## src/rtl/core/ltrc_pkg.sv

```systemverilog
// shared types, constants and register codes of the lfo timer reload calculator
package ltrc_pkg;

  // default widths of the input fields
  localparam int SPEED_BITS_DEF    = 12;
  localparam int SYMMETRY_BITS_DEF = 10;

  // configuration field widths
  localparam int FREQ_W      = 10;
  localparam int CFG_SYM_W   = 10;
  localparam int GAIN_OFS_W  = 16;
  localparam int SHIFT_W     = 5;
  localparam int CFG_INDEX_W = 4;
  localparam int CFG_DATA_W  = 16;

  // datapath widths
  localparam int RELOAD_BITS = 7;
  localparam int COUNT_W     = 9;
  localparam int GAIN_W      = 17;
  localparam int PROD_W      = COUNT_W + GAIN_W;
  localparam int IDX_W       = 5;
  localparam int IDX_OUT_W   = 4;

  // arithmetic constants
  localparam int SC_SPLIT       = 127 - 12;
  localparam int RELOAD_OFFSET  = 12;
  localparam int SHORTEN_SLOPE  = 24;
  localparam int LENGTHEN_SLOPE = 3;
  localparam int FULL_COUNT     = 256;
  localparam int IDX_COMP_HI    = 8;
  localparam int IDX_COMP_LO    = 7;
  localparam int IDX_BASE_LOW   = 1;
  localparam int IDX_BASE_HIGH  = 2;
  localparam int IDX_CLAMP      = 16;
  localparam int IDX_OUT_MAX    = 15;

  // queue between front and back
  localparam int QUEUE_DEPTH_DEF = 4;

  // configuration register indexes
  typedef enum logic [CFG_INDEX_W-1:0] {
    REG_FREQUENCY_STEPS      = 4'd0,
    REG_SYMMETRY_ENABLE      = 4'd1,
    REG_SYMMETRY_HALF_SCALE  = 4'd2,
    REG_SYMMETRY_FULL_SCALE  = 4'd3,
    REG_SHORTEN_GAIN_OFFSET  = 4'd4,
    REG_SHORTEN_SHIFT        = 4'd5,
    REG_LENGTHEN_GAIN_OFFSET = 4'd6,
    REG_LENGTHEN_SHIFT       = 4'd7
  } ltrc_reg_t;

  // period adjustment class chosen by the front
  typedef enum logic [1:0] {
    OP_PASS  = 2'd0,
    OP_SHORT = 2'd1,
    OP_LONG  = 2'd2
  } ltrc_op_t;

  // configuration register set
  typedef struct packed {
    logic [FREQ_W-1:0]     frequency_steps;
    logic                  symmetry_enable;
    logic [CFG_SYM_W-1:0]  symmetry_half_scale;
    logic [CFG_SYM_W-1:0]  symmetry_full_scale;
    logic [GAIN_OFS_W-1:0] shorten_gain_offset;
    logic [SHIFT_W-1:0]    shorten_shift;
    logic [GAIN_OFS_W-1:0] lengthen_gain_offset;
    logic [SHIFT_W-1:0]    lengthen_shift;
  } ltrc_cfg_t;

  // classified item handed from front to back
  typedef struct packed {
    ltrc_op_t           op;
    logic [COUNT_W-1:0] span;
    logic [GAIN_W-1:0]  gain;
    logic [IDX_W-1:0]   idx;
  } ltrc_entry_t;

endpackage

```

## src/rtl/core/ltrc_front.sv

```systemverilog
// front part: speed scaling, reload split, symmetry fold and classification
module ltrc_front import ltrc_pkg::*; #(
  parameter int SPEED_BITS    = SPEED_BITS_DEF,
  parameter int SYMMETRY_BITS = SYMMETRY_BITS_DEF
) (
  input  logic                     clk,
  input  logic                     rst_n,
  input  ltrc_cfg_t                cfg,
  input  logic                     accept,
  input  logic [SPEED_BITS-1:0]    speed_position,
  input  logic [SYMMETRY_BITS-1:0] symmetry_value,
  input  logic                     second_half,
  output logic                     push_valid,
  output ltrc_entry_t              push_entry
);

  localparam int PW = SPEED_BITS + FREQ_W;
  localparam int CW = (SYMMETRY_BITS > CFG_SYM_W) ? SYMMETRY_BITS : CFG_SYM_W;
  localparam int HW = SPEED_BITS - RELOAD_BITS;

  logic                     valid_r;
  logic [PW-1:0]            prod_r, prod_nxt;
  logic [SYMMETRY_BITS-1:0] sym_r;
  logic                     second_r;

  logic [SPEED_BITS-1:0]    sc, s_hi;
  logic [HW-1:0]            hi_q;
  logic [15:0]              hi_ext;
  logic [RELOAD_BITS-1:0]   reload;
  logic [IDX_W-1:0]         idx;
  logic [CW-1:0]            sym_x, half_x, full_x, folded;
  logic [CFG_SYM_W-1:0]     sym_eff;
  logic                     above, off_half, shorten;
  logic [GAIN_OFS_W-1:0]    three_x, gain_long;
  logic [GAIN_W-1:0]        gain_short;

  // speed scaling multiply, registered
  assign prod_nxt = PW'(speed_position) * PW'(cfg.frequency_steps);

  always_ff @(posedge clk) begin
    if (!rst_n) begin
      valid_r <= 1'b0;
    end else begin
      valid_r <= accept;
    end
  end

  always_ff @(posedge clk) begin
    if (accept) begin
      prod_r   <= prod_nxt;
      sym_r    <= symmetry_value;
      second_r <= second_half;
    end
  end

  // split scaled speed into reload and base prescaler index
  always_comb begin
    sc     = prod_r[PW-1 -: SPEED_BITS];
    s_hi   = sc - SPEED_BITS'(SC_SPLIT);
    hi_q   = s_hi[SPEED_BITS-1:RELOAD_BITS];
    hi_ext = 16'(hi_q);
    if (sc <= SPEED_BITS'(SC_SPLIT)) begin
      reload = RELOAD_BITS'(sc[RELOAD_BITS-1:0] + RELOAD_BITS'(RELOAD_OFFSET));
      idx    = IDX_W'(IDX_BASE_LOW);
    end else begin
      reload = s_hi[RELOAD_BITS-1:0];
      // indexes past the table all behave alike, so clamp
      if (hi_ext >= 16'(IDX_CLAMP - IDX_BASE_HIGH)) begin
        idx = IDX_W'(IDX_CLAMP);
      end else begin
        idx = IDX_W'(hi_ext[3:0]) + IDX_W'(IDX_BASE_HIGH);
      end
    end
  end

  // symmetry fold about half scale
  always_comb begin
    sym_x    = CW'(sym_r);
    half_x   = CW'(cfg.symmetry_half_scale);
    full_x   = CW'(cfg.symmetry_full_scale);
    above    = sym_x > half_x;
    off_half = sym_x != half_x;
    folded   = (full_x >= sym_x) ? (full_x - sym_x) : '0;
    sym_eff  = above ? folded[CFG_SYM_W-1:0] : sym_x[CFG_SYM_W-1:0];
    shorten  = second_r ? above : !above;
  end

  // linear gain terms for both directions
  always_comb begin
    gain_short = GAIN_W'(cfg.shorten_gain_offset)
               + GAIN_W'(sym_eff) * GAIN_W'(SHORTEN_SLOPE);
    three_x    = GAIN_OFS_W'(sym_eff) * GAIN_OFS_W'(LENGTHEN_SLOPE);
    gain_long  = (cfg.lengthen_gain_offset > three_x) ?
                 (cfg.lengthen_gain_offset - three_x) : '0;
  end

  // classified entry towards the queue
  always_comb begin
    push_valid      = valid_r;
    push_entry.span = COUNT_W'(FULL_COUNT) - COUNT_W'(reload);
    push_entry.idx  = idx;
    if (!cfg.symmetry_enable || !off_half) begin
      push_entry.op   = OP_PASS;
      push_entry.gain = '0;
    end else if (shorten) begin
      push_entry.op   = OP_SHORT;
      push_entry.gain = gain_short;
    end else begin
      push_entry.op   = OP_LONG;
      push_entry.gain = GAIN_W'(gain_long);
    end
  end

endmodule

```

## src/rtl/core/ltrc_queue.sv

```systemverilog
// short fifo between the front and the back part
module ltrc_queue import ltrc_pkg::*; #(
  parameter int DEPTH = QUEUE_DEPTH_DEF
) (
  input  logic                     clk,
  input  logic                     rst_n,
  input  logic                     push,
  input  ltrc_entry_t              push_entry,
  input  logic                     pop,
  output ltrc_entry_t              pop_entry,
  output logic                     empty,
  output logic [$clog2(DEPTH):0]   count
);

  localparam int AW = (DEPTH > 1) ? $clog2(DEPTH) : 1;

  ltrc_entry_t            mem [DEPTH];
  logic [AW-1:0]          wr_ptr_r, wr_ptr_nxt;
  logic [AW-1:0]          rd_ptr_r, rd_ptr_nxt;
  logic [$clog2(DEPTH):0] count_r, count_nxt;
  logic                   do_pop;

  assign do_pop = pop && (count_r != '0);

  // pointer and fill count update
  always_comb begin
    wr_ptr_nxt = wr_ptr_r;
    rd_ptr_nxt = rd_ptr_r;
    count_nxt  = count_r;
    if (push) begin
      wr_ptr_nxt = (wr_ptr_r == AW'(DEPTH - 1)) ? '0 : wr_ptr_r + 1'b1;
    end
    if (do_pop) begin
      rd_ptr_nxt = (rd_ptr_r == AW'(DEPTH - 1)) ? '0 : rd_ptr_r + 1'b1;
    end
    if (push && !do_pop) begin
      count_nxt = count_r + 1'b1;
    end else if (!push && do_pop) begin
      count_nxt = count_r - 1'b1;
    end
  end

  always_ff @(posedge clk) begin
    if (!rst_n) begin
      wr_ptr_r <= '0;
      rd_ptr_r <= '0;
      count_r  <= '0;
    end else begin
      wr_ptr_r <= wr_ptr_nxt;
      rd_ptr_r <= rd_ptr_nxt;
      count_r  <= count_nxt;
    end
  end

  // entry storage
  always_ff @(posedge clk) begin
    if (push) begin
      mem[wr_ptr_r] <= push_entry;
    end
  end

  assign pop_entry = mem[rd_ptr_r];
  assign empty     = (count_r == '0);
  assign count     = count_r;

endmodule

```

## src/rtl/core/ltrc_back.sv

```systemverilog
// back part: gain multiply, shift, clamp and latency compensation
module ltrc_back import ltrc_pkg::*; (
  input  logic                 clk,
  input  logic                 rst_n,
  input  ltrc_cfg_t            cfg,
  input  logic                 entry_valid,
  input  ltrc_entry_t          entry,
  output logic                 entry_pop,
  output logic                 out_strobe,
  output logic [COUNT_W-1:0]   out_timer_reload,
  output logic [IDX_OUT_W-1:0] out_prescaler_index,
  output logic                 out_prescaler_doubled
);

  logic                 valid_r;
  ltrc_op_t             op_r;
  logic [COUNT_W-1:0]   span_r;
  logic [IDX_W-1:0]     idx_r;
  logic [PROD_W-1:0]    prod_r, prod_nxt;

  logic [PROD_W-1:0]    d_raw, d_half;
  logic [COUNT_W-1:0]   d_fin, fin, fin_comp;
  logic [IDX_W-1:0]     idx_fin;
  logic                 doubled;

  logic                 strobe_r;
  logic [COUNT_W-1:0]   reload_r, reload_nxt;
  logic [IDX_OUT_W-1:0] index_r, index_nxt;
  logic                 doubled_r;

  // the back never stalls, so take an entry whenever one waits
  assign entry_pop = entry_valid;
  assign prod_nxt  = PROD_W'(entry.span) * PROD_W'(entry.gain);

  // multiply stage
  always_ff @(posedge clk) begin
    if (!rst_n) begin
      valid_r <= 1'b0;
    end else begin
      valid_r <= entry_valid;
    end
  end

  always_ff @(posedge clk) begin
    if (entry_valid) begin
      prod_r <= prod_nxt;
      op_r   <= entry.op;
      span_r <= entry.span;
      idx_r  <= entry.idx;
    end
  end

  // shift and clamp of the period change
  always_comb begin
    d_raw   = '0;
    d_half  = '0;
    d_fin   = '0;
    idx_fin = idx_r;
    doubled = 1'b0;
    fin     = COUNT_W'(FULL_COUNT) - span_r;
    case (op_r)
      OP_PASS: begin
        fin = COUNT_W'(FULL_COUNT) - span_r;
      end
      OP_SHORT: begin
        d_raw = prod_r >> cfg.shorten_shift;
        d_fin = (d_raw > PROD_W'(FULL_COUNT)) ? COUNT_W'(FULL_COUNT) : d_raw[COUNT_W-1:0];
        fin   = COUNT_W'(FULL_COUNT) - d_fin;
      end
      OP_LONG: begin
        d_raw = prod_r >> cfg.lengthen_shift;
        if (d_raw > PROD_W'(FULL_COUNT)) begin
          // halve the count and step the prescaler down
          d_half  = d_raw >> 1;
          d_fin   = (d_half > PROD_W'(FULL_COUNT)) ?
                    COUNT_W'(FULL_COUNT) : d_half[COUNT_W-1:0];
          idx_fin = idx_r - 1'b1;
          doubled = 1'b1;
        end else begin
          d_fin = d_raw[COUNT_W-1:0];
        end
        fin = COUNT_W'(FULL_COUNT) - d_fin;
      end
      default: begin
        fin = COUNT_W'(FULL_COUNT) - span_r;
      end
    endcase
  end

  // update latency compensation and index saturation
  always_comb begin
    fin_comp = fin;
    if (cfg.symmetry_enable) begin
      if (idx_fin == IDX_W'(IDX_COMP_HI)) begin
        fin_comp = fin + COUNT_W'(2);
      end else if (idx_fin == IDX_W'(IDX_COMP_LO)) begin
        fin_comp = fin + COUNT_W'(1);
      end
    end
    reload_nxt = fin_comp;
    index_nxt  = (idx_fin > IDX_W'(IDX_OUT_MAX)) ?
                 IDX_OUT_W'(IDX_OUT_MAX) : idx_fin[IDX_OUT_W-1:0];
  end

  // result register
  always_ff @(posedge clk) begin
    if (!rst_n) begin
      strobe_r <= 1'b0;
    end else begin
      strobe_r <= valid_r;
    end
  end

  always_ff @(posedge clk) begin
    if (valid_r) begin
      reload_r  <= reload_nxt;
      index_r   <= index_nxt;
      doubled_r <= doubled;
    end
  end

  assign out_strobe            = strobe_r;
  assign out_timer_reload      = reload_r;
  assign out_prescaler_index   = index_r;
  assign out_prescaler_doubled = doubled_r;

endmodule

```

## src/rtl/core/lfo_timer_reload_calc.sv

```systemverilog
// top level of the lfo timer reload calculator
//
// Input channel: an item (speed position, symmetry value, half-cycle flag)
// is taken at a rising edge where start is high and busy is low. One result
// follows each item: timer reload, prescaler index and a flag that the
// lengthening path halved the count.
// Result channel: out_strobe is high for exactly one cycle with the result;
// the receiver cannot hold it off, so results leave as soon as they are made.
// Path: an accepted item passes the scaling multiply register, the queue,
// the gain multiply register and the output register before its result
// reaches the ports.
// Throughput: one item per cycle; busy rises only when the front-to-back
// queue plus the item in the front stage would fill the queue.
// Configuration: eight registers written through cfg_valid/cfg_ready with
// cfg_index and cfg_data; cfg_ready is always high. Write only while no
// item is in flight.
// Reset: synchronous active-low rst_n clears the pipeline, empties the queue
// and loads the register defaults. No clearing pass is needed.
module lfo_timer_reload_calc import ltrc_pkg::*; #(
  parameter int SPEED_BITS    = SPEED_BITS_DEF,
  parameter int SYMMETRY_BITS = SYMMETRY_BITS_DEF,
  parameter int QUEUE_DEPTH   = QUEUE_DEPTH_DEF
) (
  input  logic                     clk,
  input  logic                     rst_n,
  input  logic                     start,
  output logic                     busy,
  input  logic [SPEED_BITS-1:0]    in_speed_position,
  input  logic [SYMMETRY_BITS-1:0] in_symmetry_value,
  input  logic                     in_second_half,
  output logic                     out_strobe,
  output logic [COUNT_W-1:0]       out_timer_reload,
  output logic [IDX_OUT_W-1:0]     out_prescaler_index,
  output logic                     out_prescaler_doubled,
  input  logic                     cfg_valid,
  output logic                     cfg_ready,
  input  logic [CFG_INDEX_W-1:0]   cfg_index,
  input  logic [CFG_DATA_W-1:0]    cfg_data
);

  localparam int QCW = $clog2(QUEUE_DEPTH) + 1;

  ltrc_cfg_t       cfg_r;
  logic            accept;
  logic            push_valid;
  ltrc_entry_t     push_entry;
  ltrc_entry_t     pop_entry;
  logic            pop;
  logic            q_empty;
  logic [QCW-1:0]  q_count;
  logic [QCW:0]    occupancy;

  assign cfg_ready = 1'b1;

  // configuration registers
  always_ff @(posedge clk) begin
    if (!rst_n) begin
      cfg_r.frequency_steps      <= FREQ_W'(600);
      cfg_r.symmetry_enable      <= 1'b1;
      cfg_r.symmetry_half_scale  <= CFG_SYM_W'(128);
      cfg_r.symmetry_full_scale  <= CFG_SYM_W'(255);
      cfg_r.shorten_gain_offset  <= GAIN_OFS_W'(1024);
      cfg_r.shorten_shift        <= SHIFT_W'(12);
      cfg_r.lengthen_gain_offset <= GAIN_OFS_W'(1024);
      cfg_r.lengthen_shift       <= SHIFT_W'(9);
    end else if (cfg_valid && cfg_ready) begin
      case (cfg_index)
        REG_FREQUENCY_STEPS:      cfg_r.frequency_steps      <= cfg_data[FREQ_W-1:0];
        REG_SYMMETRY_ENABLE:      cfg_r.symmetry_enable      <= cfg_data[0];
        REG_SYMMETRY_HALF_SCALE:  cfg_r.symmetry_half_scale  <= cfg_data[CFG_SYM_W-1:0];
        REG_SYMMETRY_FULL_SCALE:  cfg_r.symmetry_full_scale  <= cfg_data[CFG_SYM_W-1:0];
        REG_SHORTEN_GAIN_OFFSET:  cfg_r.shorten_gain_offset  <= cfg_data[GAIN_OFS_W-1:0];
        REG_SHORTEN_SHIFT:        cfg_r.shorten_shift        <= cfg_data[SHIFT_W-1:0];
        REG_LENGTHEN_GAIN_OFFSET: cfg_r.lengthen_gain_offset <= cfg_data[GAIN_OFS_W-1:0];
        REG_LENGTHEN_SHIFT:       cfg_r.lengthen_shift       <= cfg_data[SHIFT_W-1:0];
        default: ;
      endcase
    end
  end

  // hold off new items when the queue could not take them
  assign occupancy = (QCW+1)'(q_count) + (QCW+1)'(push_valid);
  assign busy      = occupancy >= (QCW+1)'(QUEUE_DEPTH);
  assign accept    = start && !busy;

  ltrc_front #(
    .SPEED_BITS    (SPEED_BITS),
    .SYMMETRY_BITS (SYMMETRY_BITS)
  ) u_front (
    .clk            (clk),
    .rst_n          (rst_n),
    .cfg            (cfg_r),
    .accept         (accept),
    .speed_position (in_speed_position),
    .symmetry_value (in_symmetry_value),
    .second_half    (in_second_half),
    .push_valid     (push_valid),
    .push_entry     (push_entry)
  );

  ltrc_queue #(
    .DEPTH (QUEUE_DEPTH)
  ) u_queue (
    .clk        (clk),
    .rst_n      (rst_n),
    .push       (push_valid),
    .push_entry (push_entry),
    .pop        (pop),
    .pop_entry  (pop_entry),
    .empty      (q_empty),
    .count      (q_count)
  );

  ltrc_back u_back (
    .clk                   (clk),
    .rst_n                 (rst_n),
    .cfg                   (cfg_r),
    .entry_valid           (!q_empty),
    .entry                 (pop_entry),
    .entry_pop             (pop),
    .out_strobe            (out_strobe),
    .out_timer_reload      (out_timer_reload),
    .out_prescaler_index   (out_prescaler_index),
    .out_prescaler_doubled (out_prescaler_doubled)
  );

endmodule

```

## config.mk

```make
export PLATFORM = sky130hd
export DESIGN_NAME = lfo_timer_reload_calc
export DESIGN_NICKNAME = d
export VERILOG_FILES = /design/src/rtl/core/ltrc_pkg.sv /design/src/rtl/core/ltrc_front.sv /design/src/rtl/core/ltrc_queue.sv /design/src/rtl/core/ltrc_back.sv /design/src/rtl/core/lfo_timer_reload_calc.sv
export SDC_FILE = /design/constraint.sdc
export NUM_CORES = 1
export LEC_CHECK = 0
export BUFFER_PORTS_ARGS = -buffer_cell sky130_fd_sc_hd__buf_2
export CAP_MARGIN = 20
export CORE_MARGIN = 5
export CORE_UTILIZATION = 60
export DETAILED_ROUTE_END_ITERATION = 10
export HOLD_SLACK_MARGIN = 0.1
export PLACE_DENSITY = 0.74
export SLEW_MARGIN = 20
export SYNTH_ARGS = -nofsm -noshare
export SYNTH_HDL_FRONTEND = slang
export SYNTH_SLANG_ARGS = --single-unit
```

## constraint.sdc

```tcl
create_clock -name clk -period 9.4 [get_ports clk]
set_clock_uncertainty 0.15 [all_clocks]
set_input_delay 0.47 -clock clk [delete_from_list [all_inputs] [get_ports clk]]
set_output_delay 0.47 -clock clk [all_outputs]
set_load 0.02 [all_outputs]
```

# Word level (Yosys, flattened, before mapping)
# Memories as Yosys holds them, arrays and structs flattened. A register that Yosys moved wholly into a read port is not among the register bits.
# Cells that the tools add are included.
# W data, S select, Z words.
op_classes:
  bitwise: 0
  n_addsub: 18
  n_reduce_logical: 24
  n_lt_le_gt_ge: 10
  n_shift: 2
  n_eq_ne: 14
  n_div: 0
  muxes: 30
  n_mul: 4
op_table:
  columns: ["operator", "count"]
  rows:
  - ["$mux W9", 7]
  - ["$gt A26 B9 Y1 const B", 2]
  - ["$shr A26 B5 Y26", 2]
  - ["$mux W17", 2]
  - ["$sub A9 B9 Y9 const A", 3]
  - ["$mul A9 B17 Y26", 1]
  - ["$gt A25 B9 Y1 const B", 1]
  - ["$mul A10 B2 Y12 const B", 2]
  - ["$mul A12 B10 Y22", 1]
  - ["$mux W10", 2]
  - ["$mux W5", 4]
  - ["$pmux W9 S2", 1]
  - ["$add A16 B15 Y17", 1]
  - ["$eq A4 B3 Y1 const B", 4]
  - ["$gt A16 B12 Y1", 1]
  - ["$mux W16", 1]
  - ["$reduce_and A2 Y1", 8]
  - ["$sub A16 B12 Y16", 1]
  - ["$le A12 B7 Y1 const B", 1]
  - ["$mux W2", 6]
  - ["$sub A12 B7 Y12 const B", 1]
  - ["$ge A10 B10 Y1", 1]
  - ["$gt A10 B10 Y1", 1]
  - ["$ne A10 B10 Y1", 1]
  - ["30 further kinds", 47]
word_totals:
  ramBits: 132
  input_bits: 47
  word_cells: 127
  romBits: 0
  reg_bits: 172
  latch_bits: 0
  n_memories: 1
  output_inout_bits: 17
mem_list:
  columns: ["memory", "depth", "width", "read_ports", "rd_clocked_by_memory_dff", "write_ports", "line", "text"]
  rows:
  - ["u_queue.mem", 4, 33, 1, 1, 1, "ltrc_queue.sv:17", "ltrc_entry_t mem [DEPTH];"]

# Depth between registers and ports, before layout
depth:
  depth_word: 11
  ltp_mapped: 36
  depth_no_buf: 33

# By module
# From an unflattened synthesis, not the netlist that was laid out.
unflattened:
  hier_cells: 2492
  hier_area_um2: 25822.3
by_module_without_submodules:
  columns: ["module", "cells_per_inst", "seq_area_each_um2", "instances", "area_per_inst_um2"]
  rows:
  - ["ltrc_back", 1099, 1721.7, 1, 10173.5]
  - ["ltrc_front", 890, 710.7, 1, 7465.9]
  - ["ltrc_queue", 218, 4144.0, 1, 5258.8]
  - ["lfo_timer_reload_calc", 285, 1461.4, 1, 2924.1]

# Worst setup path before layout
# No wires, ideal clock.
synth_timing:
  path_type: "register -> register"
  start: "register with a tool-made name"
  end: "register u_back.prod_r[25] (data pin)"
  period_less_slack_ps: 7186
  stages_incl_launch_ff: 28
  arrival_time_ps: 6777
  setup_ps: 260
  setup_slack_ps: 2214
  t_required_ps: 8990
  n_path_buf: 3
  path_cell_list: "dfxtp_1 > clkbuf_1 > buf_1 > mux4_2 > clkbuf_1 > nand2_1 > fa_1 > fa_1 > inv_1 > ha_1 > inv_1 > fa_1 > inv_1 > ha_1 > a21o_1 > a21oi_1 > o21ai_0 > a21oi_1 > o21ai_0 > a21oi_1 > nand2b_1 > a21boi_0 > o41ai_1 > o21ai_0 > a41o_1 > a211o_1 > a21oi_1 > xnor2_1"
synth_rtl:
  columns: ["element", "line", "text"]
  rows:
  - ["end signal: assignment", "ltrc_back.sv:46", "prod_r <= prod_nxt;"]
  - ["end: declaration", "ltrc_back.sv:19", "logic [PROD_W-1:0] prod_r, prod_nxt;"]

==> impl_metrics.ini <==
[cells_and_area]
syn2layout_area_growth_pct = 7.85
stdcell_area_um2 = 27800
n_antenna_cell = 0
nets = 2892
drive_above_1_share = 0.121

[sta]
setup_violations = 0
hold_violations = 0
post-route-period-util = 0.817
max_freq_mhz = 130
rsz0062_at_grt = no
final_period_minus_worst_setup_slack_ns = 7.68
fin_setup_tns_ns = 0
final_max_slew_viol_count = 0
worst_pin_slew_ns = 1.05
slew_headroom = 0.297

[worst_setup_path]
cp_num_buf_inv = 2
start_kind = flop
reg2regPathDepth = 29
path_depth = 29
cpMostUsedCell = o21ai_0
rrSetupSlack_ns = 1.72
slowest_delay_ns = 0.74
crit_fanout = 15
crit_path_end = u_queue.mem[1][10]$_DFFE_PP_
crit_type = flop to flop
r2r-start = u_front.sym_r[0]$_DFFE_PP_
startpoint = u_front.sym_r[0]$_DFFE_PP_
critPathTopFamily = compound AO/OA/AOI/OAI gates
end_kind = flop
critPathArrivalTime_ns = 7.77
r2r-end = u_queue.mem[1][10]$_DFFE_PP_
cp_data_required_time_ns = 9.49
slowest_stage = o32ai_1

[detailed_routing]
ant_nets = 0
drc = 0
num_vias = 18500
drt_iter0_markers = 1406
firstDrtPassIters = 5
viasPerCell = 6.08
routed_wirelength_um = 62400
wl_per_cell_um = 20.5

[grt]
grt_pass1_vias = 19000
grtUsageMet3 = 0.0388
antenna_found_initial = 0
grt_busiest_layer = met2
grt_usage = 0.266
grt_first_pass_wirelength_um = 101000
grtUsageMet2 = 0.453
grt_start_max_net_pins = 84
global_route.usage.met1 = 0.353
grt_overflow = 0

[clock_tree]
cts-root-buf = clkbuf_16
cts_max_level = 2
cts_buffer_depth = 3
insertion_delay_ns = 0.54
clkSinkCount = 296
cts_made_buffers = 34
cts-resized-gates = 0
cts.clk_slew.worst_paths_ns = 0.06
cts_tree = done

[logic_synthesis]
ys_seq_area_frac = 0.312
synthSimpleGateAreaFrac = 0.146
syn_nets = 2880
synth_top_family_by_area = adder cells
synthFlopType = edfxtp_1
syn_inst = 2474
synth_edf_count = 211
yosys-top-cells-area = edfxtp_1 25%, fa_1 15%, ha_1 8.4%, mux4_2 7.7%, dfxtp_1 6.6%
yosysTopAreaCell = edfxtp_1
yosysWarnings = 0
muxShareOfSynthArea = 0.121
synth_xor_area_frac = 0.0328
synth_commonest_cells = 350 x nand2_1, 271 x inv_1, 211 x edfxtp_1, 187 x fa_1, 172 x ha_1
synth_fa_ha_area_frac = 0.229
synth_compound_gate_area_share = 0.0979
synth_most_common_cell = nand2_1
syn_avg_cell_area_um2 = 10.4
synth_top_area_share = 0.246
synth.distinct_cells = 102
async_flop_share = 0
yosys_register_bits = 296
syn_area_um2 = 25700

[place]
io_buffer_count = 62
routabilityCongestion = 0.976
dpl_cell_area_um2 = 26300
dp_hpwl_um = 46300

[die]
dieArea_um2 = 47100
rows = 75
core_um2 = 42200
dieWidth_um = 217
initial_core_util = 0.609
io_pins = 64
fp.dieH_um = 217

[hold_path]
hold_start = cfg_data[8]
min_path_type = primary input to flop

[status]
status = finished, final reports clean

[flow_run]
maxCapViolations = 0
==> timing repair <==
item,4_1_cts,5_1_grt
setup buffers,0,0
hold endpoints to repair,31,0
hold buffers,21,0
==> cell usage in the layout, fill, tap and decap left out, drive strengths merged, types with 16 or more instances in the layout <==
cell type	instances
and2	129
nor3	30
dfxtp	85
a21o	17
xnor2	59
o211ai	16
inv	277
buf	81
edfxtp	211
fa	187
nor2b	38
mux2i	77
o21a	20
ha	172
nand2	352
nor2	85
o21ai	62
clkbuf	44
o21bai	18
a21oi	78
nand2b	19
mux4	88
nand3	36
a21boi	49
xor2	34
mux2	30
dlygate4sd3	21
==> area by class of cell <==
class                   instances  area (um2)
clock inverters                18         233
multi-input cells            1775       16100
flip-flops and latches        296        8040
inverters                     277        1040
repair buffers                102         671
well taps                     539         674
clock buffers                  44         960
fillers                      3247       14500
==> worst min-delay path, stage by stage <==
cell and delay (ns):
buf_2 0.15, nand2_1 0.06, a21boi_0 0.06
==> metrics by stage <==
step / std cells / util / hold slack (ns) / setup slack, ns
3_3_place_gp: 2967 / 0.624 / 0.303 / 2.13
4_1_cts: 3051 / 0.657 / 0.103 / 1.87
3_5_place_dp: 2968 / 0.624 / 0.316 / 2.00
6_report: 3051 / 0.657 / 0.117 / 1.72
5_1_grt: 3051 / 0.657 / 0.119 / 1.20
2_1_floorplan: 2474 / - / 0.293 / 2.21
==> routing by layer <==
metal,up-vias,wire (um)
met2,624,31200
met3,140,3580
met4,0,2090
li1,8552,-
met1,9233,25500
met5,-,0
==> worst min-delay path by stage <==
stage                     cells after the start  slack (ns)                     end
after floorplan                               2        0.29   cfg_r[5]$_SDFFE_PN0P_
after CTS                                     3        0.10  cfg_r[49]$_SDFFE_PN1P_
after detailed placement                      2        0.32  cfg_r[49]$_SDFFE_PN1P_
final                                         3        0.12  cfg_r[34]$_SDFFE_PN0P_
after global placement                        2        0.30  cfg_r[26]$_SDFFE_PN0P_
after global routing                          3        0.12  cfg_r[50]$_SDFFE_PN0P_
==> logic make-up after synthesis <==
| logic type | Yosys count |
|---|---|
| flops | 296 |
| other cells | 1 |
| fa+ha+maj | 359 |
| buf+inv | 403 |
| compound gates | 358 |
| mux | 195 |
| xor+xnor | 93 |
| simple gates | 769 |
==> registers in the layout, summed over array words and instances, names as in the netlist, named ones only <==
name / flops
cfg_r: 73
u_queue.mem: 132
u_queue.rd_ptr_r: 2
u_back.prod_r: 26
u_queue.count: 3
u_back.out_prescaler_doubled: 1
u_back.span_r: 9
u_back.out_prescaler_index: 4
u_front.prod_r: 12
u_queue.wr_ptr_r: 2
u_back.idx_r: 5
u_back.op_r: 2
u_back.out_strobe: 1
u_front.sym_r: 10
u_front.second_r: 1
u_front.push_valid: 1
u_back.valid_r: 1
u_back.out_timer_reload: 9
Power is not shown: default switching activity piles up to over one toggle a cycle in this logic, so the estimate is an artifact.
